<file path="config.mk">
export PLATFORM = sky130hd
export DESIGN_NAME = rootsift_descriptor_normalizer
export DESIGN_NICKNAME = d
export VERILOG_FILES = /design/src/rsdn_pkg.sv /design/src/rsdn_ram.sv /design/src/rsdn_datapath.sv /design/src/rsdn_ctrl.sv /design/src/rootsift_descriptor_normalizer.sv
export SDC_FILE = /design/constraint.sdc
export NUM_CORES = 2
export LEC_CHECK = 0
export ABC_AREA = 1
export ABC_CLOCK_PERIOD_IN_PS = 8800
export BUFFER_PORTS_ARGS = -buffer_cell sky130_fd_sc_hd__buf_2
export CORE_MARGIN = 2
export CORE_UTILIZATION = 50
export CTS_CLUSTER_SIZE = 40
export DETAILED_ROUTE_END_ITERATION = 16
export HOLD_SLACK_MARGIN = 0.06
export PLACE_DENSITY = 0.69
export SETUP_SLACK_MARGIN = 0.5
export SLEW_MARGIN = 20
export SYNTH_ARGS = -nofsm -noshare
export SYNTH_HDL_FRONTEND = slang
export SYNTH_HIERARCHICAL = 1
export SYNTH_SLANG_ARGS = --single-unit
</file>
<file path="constraint.sdc">
create_clock -name clk -period 8.8 [get_ports clk]
set_input_delay 0.44 -clock clk [delete_from_list [all_inputs] [get_ports clk]]
set_output_delay 0.44 -clock clk [all_outputs]
set_load 0.01 [all_outputs]
</file>
<file path="src/rsdn_pkg.sv">
// Shared types and constants for the descriptor normalizer.
package rsdn_pkg;

  localparam int ELEM_W = 8;
  localparam int SUM_W = 15;
  localparam int ROOT_W = 16;
  localparam int QUO_W = 41;
  localparam int REM_W = SUM_W + 1;
  localparam int RAD_W = QUO_W + 1;

  typedef enum logic [2:0] {
    ST_LOAD,
    ST_READ,
    ST_START,
    ST_DIV,
    ST_SQRT,
    ST_EMIT
  } state_t;

  typedef struct packed {
    logic clear;
    logic store;
    logic rd_addr_load;
    logic sel_b_load;
    logic div_start;
    logic div_step;
    logic sqrt_start;
    logic sqrt_step;
    logic latch_a;
    logic emit;
  } cmd_t;

  typedef struct packed {
    logic step_done;
    logic last_pair_out;
  } stat_t;

endpackage

</file>
<file path="src/rsdn_ram.sv">
// Generic single-port-write, registered-read RAM.
module rsdn_ram #(
  parameter int WIDTH = 16,
  parameter int DEPTH = 64
) (
  input  logic                     clk,
  input  logic                     we,
  input  logic [$clog2(DEPTH)-1:0] waddr,
  input  logic [WIDTH-1:0]         wdata,
  input  logic [$clog2(DEPTH)-1:0] raddr,
  output logic [WIDTH-1:0]         rdata
);
  logic [WIDTH-1:0] mem [DEPTH];

  always_ff @(posedge clk) begin
    if (we) begin
      mem[waddr] <= wdata;
    end
    rdata <= mem[raddr];
  end
endmodule

</file>
<file path="src/rsdn_datapath.sv">
// Datapath: pair store, running sum, bit-serial divider and square root.
module rsdn_datapath #(
  parameter int PAIRS = 64
) (
  input  logic                                clk,
  input  logic                                rst,
  input  rsdn_pkg::cmd_t                      cmd,
  output rsdn_pkg::stat_t                     stat,
  input  logic [rsdn_pkg::ELEM_W-1:0]         elem_a,
  input  logic [rsdn_pkg::ELEM_W-1:0]         elem_b,
  output logic [rsdn_pkg::ROOT_W-1:0]         root_a,
  output logic [rsdn_pkg::ROOT_W-1:0]         root_b,
  output logic                                overflow,
  output logic                                last_out
);
  import rsdn_pkg::*;

  localparam int AW = (PAIRS > 1) ? $clog2(PAIRS) : 1;
  localparam int CW = $clog2(PAIRS + 1);

  logic [CW-1:0]   count;
  logic [SUM_W-1:0] sum;
  logic            dropped;
  logic [AW-1:0]   rd_addr;
  logic [CW-1:0]   rd_idx;
  logic [15:0]     rdata;
  logic            sel_b;
  logic [ELEM_W-1:0] v;

  logic [QUO_W-1:0] quo;
  logic [REM_W-1:0] rem;
  logic [5:0]       cnt;
  logic [RAD_W-1:0] rad;
  logic [ROOT_W:0]  res;
  logic [RAD_W-1:0] srem;
  logic [ROOT_W-1:0] hold_a;

  logic full;
  assign full = (count == CW'(PAIRS));

  rsdn_ram #(.WIDTH(16), .DEPTH(1 << AW)) u_ram (
    .clk(clk), .we(cmd.store && !full), .waddr(count[AW-1:0]),
    .wdata({elem_b, elem_a}), .raddr(rd_addr), .rdata(rdata)
  );

  always_ff @(posedge clk) begin
    if (rst || cmd.clear) begin
      count <= '0;
      sum <= '0;
      dropped <= 1'b0;
    end else if (cmd.store) begin
      if (full) begin
        dropped <= 1'b1;
      end else begin
        count <= count + 1'b1;
        sum <= sum + SUM_W'(elem_a) + SUM_W'(elem_b);
      end
    end
  end

  // The first element's root is kept when the second element's divide starts.
  always_ff @(posedge clk) begin
    if (cmd.rd_addr_load) begin
      rd_idx <= '0;
      rd_addr <= '0;
    end else if (cmd.emit) begin
      rd_idx <= rd_idx + 1'b1;
      rd_addr <= rd_addr + 1'b1;
    end
    if (cmd.sel_b_load) begin
      sel_b <= 1'b0;
    end else if (cmd.latch_a) begin
      sel_b <= 1'b1;
    end
    if (cmd.div_start && sel_b) begin
      hold_a <= (res > 17'hFFFF) ? 16'hFFFF : res[ROOT_W-1:0];
    end
  end

  assign v = sel_b ? rdata[15:8] : rdata[7:0];

  // Restoring divider, one quotient bit per cycle; then a digit-by-digit
  // square root, one result bit per cycle.
  logic [REM_W-1:0] rtry, rem_next;
  logic [QUO_W-1:0] quo_next;
  logic [RAD_W-1:0] strial, sx;
  logic [RAD_W-1:0] resw;
  always_comb begin
    rtry = {rem[REM_W-2:0], quo[QUO_W-1]};
    if (rtry >= REM_W'(sum)) begin
      rem_next = rtry - REM_W'(sum);
      quo_next = {quo[QUO_W-2:0], 1'b1};
    end else begin
      rem_next = rtry;
      quo_next = {quo[QUO_W-2:0], 1'b0};
    end
    resw = RAD_W'(res);
    sx = {srem[RAD_W-3:0], rad[RAD_W-1:RAD_W-2]};
    strial = {resw[RAD_W-3:0], 2'b01};
  end

  // The root is set up on the last divide step from the final quotient.
  always_ff @(posedge clk) begin
    if (cmd.div_start) begin
      quo <= {1'b0, v, 32'd0};
      rem <= '0;
      cnt <= 6'(QUO_W);
    end else if (cmd.div_step) begin
      rem <= rem_next;
      quo <= quo_next;
      if (cmd.sqrt_start) begin
        rad <= (sum == '0) ? '0 : {1'b0, quo_next};
        srem <= '0;
        res <= '0;
        cnt <= 6'(RAD_W / 2);
      end else begin
        cnt <= cnt - 1'b1;
      end
    end else if (cmd.sqrt_step) begin
      if (sx >= strial) begin
        srem <= sx - strial;
        res <= {res[ROOT_W-1:0], 1'b1};
      end else begin
        srem <= sx;
        res <= {res[ROOT_W-1:0], 1'b0};
      end
      rad <= {rad[RAD_W-3:0], 2'b00};
      cnt <= cnt - 1'b1;
    end
  end

  assign stat.step_done = (cnt == 6'd1);
  assign stat.last_pair_out = (rd_idx + 1'b1 == count);

  always_comb begin
    root_a = hold_a;
    root_b = (res > 17'hFFFF) ? 16'hFFFF : res[ROOT_W-1:0];
    overflow = dropped;
    last_out = stat.last_pair_out;
  end
endmodule

</file>
<file path="src/rsdn_ctrl.sv">
// Controller state machine sequencing load, divide, square root and emit.
module rsdn_ctrl (
  input  logic            clk,
  input  logic            rst,
  input  logic            start,
  input  logic            last_pair,
  input  rsdn_pkg::stat_t stat,
  output rsdn_pkg::cmd_t  cmd,
  output logic            busy,
  output logic            strobe
);
  import rsdn_pkg::*;

  state_t state, state_next;
  logic closing;
  logic on_b;

  assign closing = (state == ST_LOAD) && start && last_pair;

  always_ff @(posedge clk) begin
    if (rst) begin
      state <= ST_LOAD;
    end else begin
      state <= state_next;
    end
  end

  always_comb begin
    state_next = state;
    unique case (state)
      ST_LOAD:  if (closing) state_next = ST_READ;
      ST_READ:  state_next = ST_START;
      ST_START: state_next = ST_DIV;
      ST_DIV:   if (stat.step_done) state_next = ST_SQRT;
      ST_SQRT:  if (stat.step_done) state_next = on_b ? ST_EMIT : ST_START;
      ST_EMIT:  state_next = stat.last_pair_out ? ST_LOAD : ST_READ;
      default:  state_next = ST_LOAD;
    endcase
  end

  always_ff @(posedge clk) begin
    if (rst || state == ST_READ) begin
      on_b <= 1'b0;
    end else if (state == ST_SQRT && stat.step_done) begin
      on_b <= 1'b1;
    end
  end

  always_comb begin
    cmd = '0;
    busy = (state != ST_LOAD);
    strobe = 1'b0;
    unique case (state)
      ST_LOAD: begin
        cmd.store = start;
        cmd.rd_addr_load = 1'b1;
      end
      ST_READ: begin
        cmd.sel_b_load = 1'b1;
      end
      ST_START: begin
        cmd.div_start = 1'b1;
      end
      ST_DIV: begin
        cmd.div_step = 1'b1;
        cmd.sqrt_start = stat.step_done;
      end
      ST_SQRT: begin
        cmd.sqrt_step = 1'b1;
        if (stat.step_done && !on_b) begin
          cmd.latch_a = 1'b1;
        end
      end
      ST_EMIT: begin
        strobe = 1'b1;
        cmd.emit = 1'b1;
        cmd.clear = stat.last_pair_out;
      end
      default: ;
    endcase
  end
endmodule

</file>
<file path="src/rootsift_descriptor_normalizer.sv">
// Top level of the descriptor normalizer: controller plus datapath.
// Non-final beats are stored while busy stays low.
// After the closing beat each stored pair goes through a store read, two
// divides with their start states, two roots and one emit state, all on
// the shared serial units; busy is high throughout.
// Results appear one per pair with strobe high for one cycle; the receiver
// cannot stall. Synchronous reset empties the descriptor buffer state.
module rootsift_descriptor_normalizer #(
  parameter int PAIRS_PER_DESC = 64
) (
  input  logic        clk,
  input  logic        rst,
  input  logic        start,
  output logic        busy,
  input  logic [7:0]  elem_a,
  input  logic [7:0]  elem_b,
  input  logic        last_pair,
  output logic        strobe,
  output logic [15:0] root_a,
  output logic [15:0] root_b,
  output logic        overflow,
  output logic        last_out
);
  import rsdn_pkg::*;

  // The controller issues commands; the datapath reports counter status.
  cmd_t  cmd;
  stat_t stat;

  rsdn_ctrl u_ctrl (
    .clk(clk), .rst(rst), .start(start), .last_pair(last_pair),
    .stat(stat), .cmd(cmd), .busy(busy), .strobe(strobe)
  );

  rsdn_datapath #(.PAIRS(PAIRS_PER_DESC)) u_dp (
    .clk(clk), .rst(rst), .cmd(cmd), .stat(stat),
    .elem_a(elem_a), .elem_b(elem_b),
    .root_a(root_a), .root_b(root_b),
    .overflow(overflow), .last_out(last_out)
  );
endmodule
</file>
==> flow_results.org <==
** Setup path
- The worst setup path is captured at a flip-flop.
- The cell that appears most often on the critical path is sky130_fd_sc_hd__inv_1.
- Peak per-stage delay on the critical path :: 0.76 ns
- Counting both buffers and inverters, the worst setup path holds a total of 3.
- STA classifies the critical path startpoint as a flip-flop.
- Path type of the worst setup path :: flip-flop to flip-flop
- Critical path, cell by cell :: inv_1 > ha_1 > nand3_1 > nand2_1 > inv_1 > nand4_1 > nor2_1 > buf_4
- STA puts the critical path data arrival time at 4.61 ns.
- Data on the critical path is required at its endpoint by 9.22 ns.
- The kind of cell with the highest combined delay along the critical path is simple AND/OR/NAND/NOR gates.
- Highest net fanout along the worst path :: 20
- Max stage delay cell, worst path :: sky130_fd_sc_hd__nand4_1

** Layout
- The library cells used most frequently in the layout, excluding fill and tap cells, are sky130_fd_sc_hd__nand2_1 (1773), sky130_fd_sc_hd__edfxtp_1 (1147), sky130_fd_sc_hd__nand3_1 (950), sky130_fd_sc_hd__nor2_1 (270), sky130_fd_sc_hd__inv_1 (226).
- Measured on the finished design, the core utilization comes to 55.50%.
- The number of antenna diodes in the final layout is 0.
- The area growth from synthesis to layout is 10.06%.
- Fill cells in the final layout number 9078.
- The final layout contains 5329 nets.
- Leading cell type in the layout, fill and taps excluded :: sky130_fd_sc_hd__nand2_1
- Cells with a size suffix above 1 make up 8.167% of the layout.

** Yosys
- The number of nets in the synthesized netlist is 5297.
- Top cell type by total area after synthesis :: sky130_fd_sc_hd__edfxtp_1
- Yosys mapped a number of flops with a built-in enable equal to 1147.
- After synthesis, the netlist uses 48 different library cells.
- Multiplexer share of the synthesized area :: 0%
- Flip-flop cell with the highest count after synthesis :: sky130_fd_sc_hd__edfxtp_1
- The synthesized netlist devotes 2.323% of its cell area to compound gates.
- Flops & latches, synth :: 1258
- Post-synthesis instance total :: 5219
- Yosys printed 6 warnings.
- The synthesized netlist devotes 1.459% of its cell area to adder and majority cells.
- Post-synthesis instance area :: 0.05489 sq mm
- Sequential fraction of the synthesis area :: 66.80%
- Largest family of logic cells by synthesized area :: simple AND/OR/NAND/NOR gates
- Summed over its instances, the top area cell type makes up 62.75% of the synthesized netlist area.
- Xor and xnor area share after synthesis :: 0.6223%
- Of the total synthesized cell area, the portion taken by AND, OR, NAND and NOR gates is 24.09%.
- Of all flip-flops after synthesis, the portion carrying an async set or reset was 0%.
- After synthesis, the cell types taking the most area are sky130_fd_sc_hd__edfxtp_1 (63%), sky130_fd_sc_hd__nand2_1 (12%), sky130_fd_sc_hd__nand3_1 (8.7%), sky130_fd_sc_hd__dfxtp_1 (4.0%), sky130_fd_sc_hd__nor2_1 (1.8%).
- Averaged over all synthesized cells, the footprint is 10.52 sq um.

** Placed design
- The congestion estimate from routability-driven global placement came to 0.9208.
- Port buffering added 55 buffers.
- Post-DP HPWL :: 80.76 mm

** Drt
- In the routed design, unresolved DRC markers number 0.
- First-pass detailed-route iteration total :: 5
- After detailed routing, the average wire length per cell comes to 20.66 microns.
- Across all layers, the routed design uses 38.03k vias.
- Total wire length :: 139.8 mm
- Iter 0 DRT Violations :: 4416
- Using the TritonRoute via totals, the vias-per-cell ratio works out to 5.621.
- The detail route stage leaves a number of antenna-violating nets equal to 0.

** Clocking
- Cts bufs inserted :: 130
- H-tree Lvls :: 4
- Maximum buffer depth of the clock tree :: 3
- Number of resized instances in the post-cts repair step :: 0
- The number of setup buffers added after CTS is 0.
- The clock reaches the later pin of the worst-skew pair after 0.75 ns.
- Clock Sinks :: 1258
- Clock transition time at the flip-flop clock pins of the worst setup and hold paths :: 0.06 ns
- TritonCTS built the clock tree.
- Cell at the root of the clock tree :: sky130_fd_sc_hd__clkbuf_16

** STA
- Number of endpoints failing setup at the final stage :: 0
- Worst clock skew on the final layout :: 0.02705 ns
- Total Neg Setup Slack :: 0 ns
- Headroom to the max-slew limit came out at 25.25%.
- The count of final hold-check violations came to 0.
- Final critical path time including I/O delays and setup :: 4.191 ns
- Setup repair after global routing left no endpoint under its margin.
- Slew @ Worst Pin :: 1.121 ns
- The number of max-slew violations in the final report was 0.
- Achievable Freq :: 238.6 MHz
- Portion of the clock cycle consumed by the worst path in the final layout :: 47.63%

** Floorplanning
- The total area inside the core boundary comes to 0.1089 sq mm.
- The floorplan has 121 rows.
- Effective utilization at floorplan :: 50.43%
- Vertical die dimension :: 335.3 microns
- Overall die area :: 0.1125 sq mm
- From left edge to right edge, the die measures 335.3 microns.
- 56 I/O pins were placed.

** Pwr
- Summed over all cells, the static leakage comes to 0.02279 uW.
- Power per standard cell area :: 218.1 mW/mm^2
- Maximum vdd drop :: 161.9 uV

** Global route
- Global-route wire length before repair :: 211.3 mm
- Total overflow reported by the global router :: 0
- Number of global-route vias before repair :: 36.04k
- Global routing used 24.64% of the available tracks across all layers.
- Pin count of the biggest net entering global routing :: 268
- Number of antenna violations at the first check in global routing :: 2

** Run
- Total of max-cap violations :: 0

** Run status
- Run status :: completed

** Worst hold path
- The tightest min-delay check is of the input port to flip-flop type.
==> Yosys cell counts, types with 48 or more instances <==
library cell,count
sky130_fd_sc_hd__nand2_1,1773
sky130_fd_sc_hd__buf_2,119
sky130_fd_sc_hd__ha_1,48
sky130_fd_sc_hd__nor2_1,270
sky130_fd_sc_hd__clkbuf_1,48
sky130_fd_sc_hd__inv_1,230
sky130_fd_sc_hd__dfxtp_1,111
sky130_fd_sc_hd__o21ai_0,108
sky130_fd_sc_hd__buf_6,52
sky130_fd_sc_hd__edfxtp_1,1147
sky130_fd_sc_hd__a21oi_1,97
sky130_fd_sc_hd__nand3_1,950
==> metal layers <==
metal	part of all wire [%]	global-route usage, %	vias up
met5	0	0	-
met4	3.3	8.959	0
met3	7.8	3.684	246
met2	48	40.87	1572
met1	41	33.05	18263
li1	-	-	17944
==> final timing paths <==
path / startpoint / end / slack, ns / cells past startpoint
setup reg to reg: u_dp/count[0] / u_dp/u_ram/mem[5][8] / 4.61 / 8
hold / removal: elem_a[1] / u_dp/u_ram/mem[42][1] / 0.12 / 1
setup / recovery: u_dp/count[0] / u_dp/u_ram/mem[5][8] / 4.61 / 8
hold reg to reg: u_dp/quo[7] / u_dp/quo[7] / 0.46 / 2
==> what timing repair did <==
item,4_1_cts,5_1_grt
endpoints found under the hold margin,4,0
setup endpoints to repair,0,0
hold buffers,1,0
==> sequential cells by signal, summed over array words and instances, names as in the netlist <==
register          flops
u_dp/srem            40
u_dp/rad             42
u_dp/u_ram/mem     1024
u_dp/rd_addr          6
u_dp/res             17
u_ctrl/on_b           1
u_dp/overflow         1
u_dp/rd_idx           7
u_dp/count            7
u_dp/rem             15
u_dp/sum             15
u_dp/sel_b            1
u_dp/u_ram/rdata     16
u_dp/quo             41
u_dp/cnt              6
u_dp/root_a          16
u_ctrl/state          3
==> per-stage QoR <==
step / setup slack [ns] / std cells / instance area, sq um / total power (uW) / hold WS (ns)
CTS: 4.747 / 6764 / 60390 / 13240 / 0.06868
finish: 4.609 / 6765 / 60410 / 13180 / 0.1156
floorplan: 2.842 / 5219 / 54890 / 7596 / 0.4286
global placement: 4.863 / 6531 / 56230 / 7909 / 0.4446
global route: 4.448 / 6765 / 60410 / 13640 / 0.08248
detailed placement: 4.760 / 6531 / 56230 / 7921 / 0.4538
==> power breakdown <==
part	total [uW]	leakage [uW]	internal, uW	switching, uW
clock	5360	0.00203	3090	2270
sequential	6660	0.0112	6600	67.0
combinational	1150	0.00953	358	793
total	13200	0.0228	10000	3130
==> logic make-up after synthesis <==
| family | count (synthesis) |
|---|---|
| adders and majority gates | 58 |
| buffers and inverters | 512 |
| AOI/OAI and AO/OA | 240 |
| DFF | 1258 |
| xor gates and xnor gates | 39 |
| and+or+nand+nor | 3112 |
==> layout make-up <==
type                    count  area, sq um  area share, %
flip-flops and latches   1258        36680          60.71
inverters                 241        930.9          1.541
well taps                1414         1769          2.928
repair buffers            171         1181          1.955
clock inverters            60        550.5         0.9113
clock buffers             172         3598          5.956
multi-input cells        3449        15710          26.00
Power figures use the tool's default switching activity.
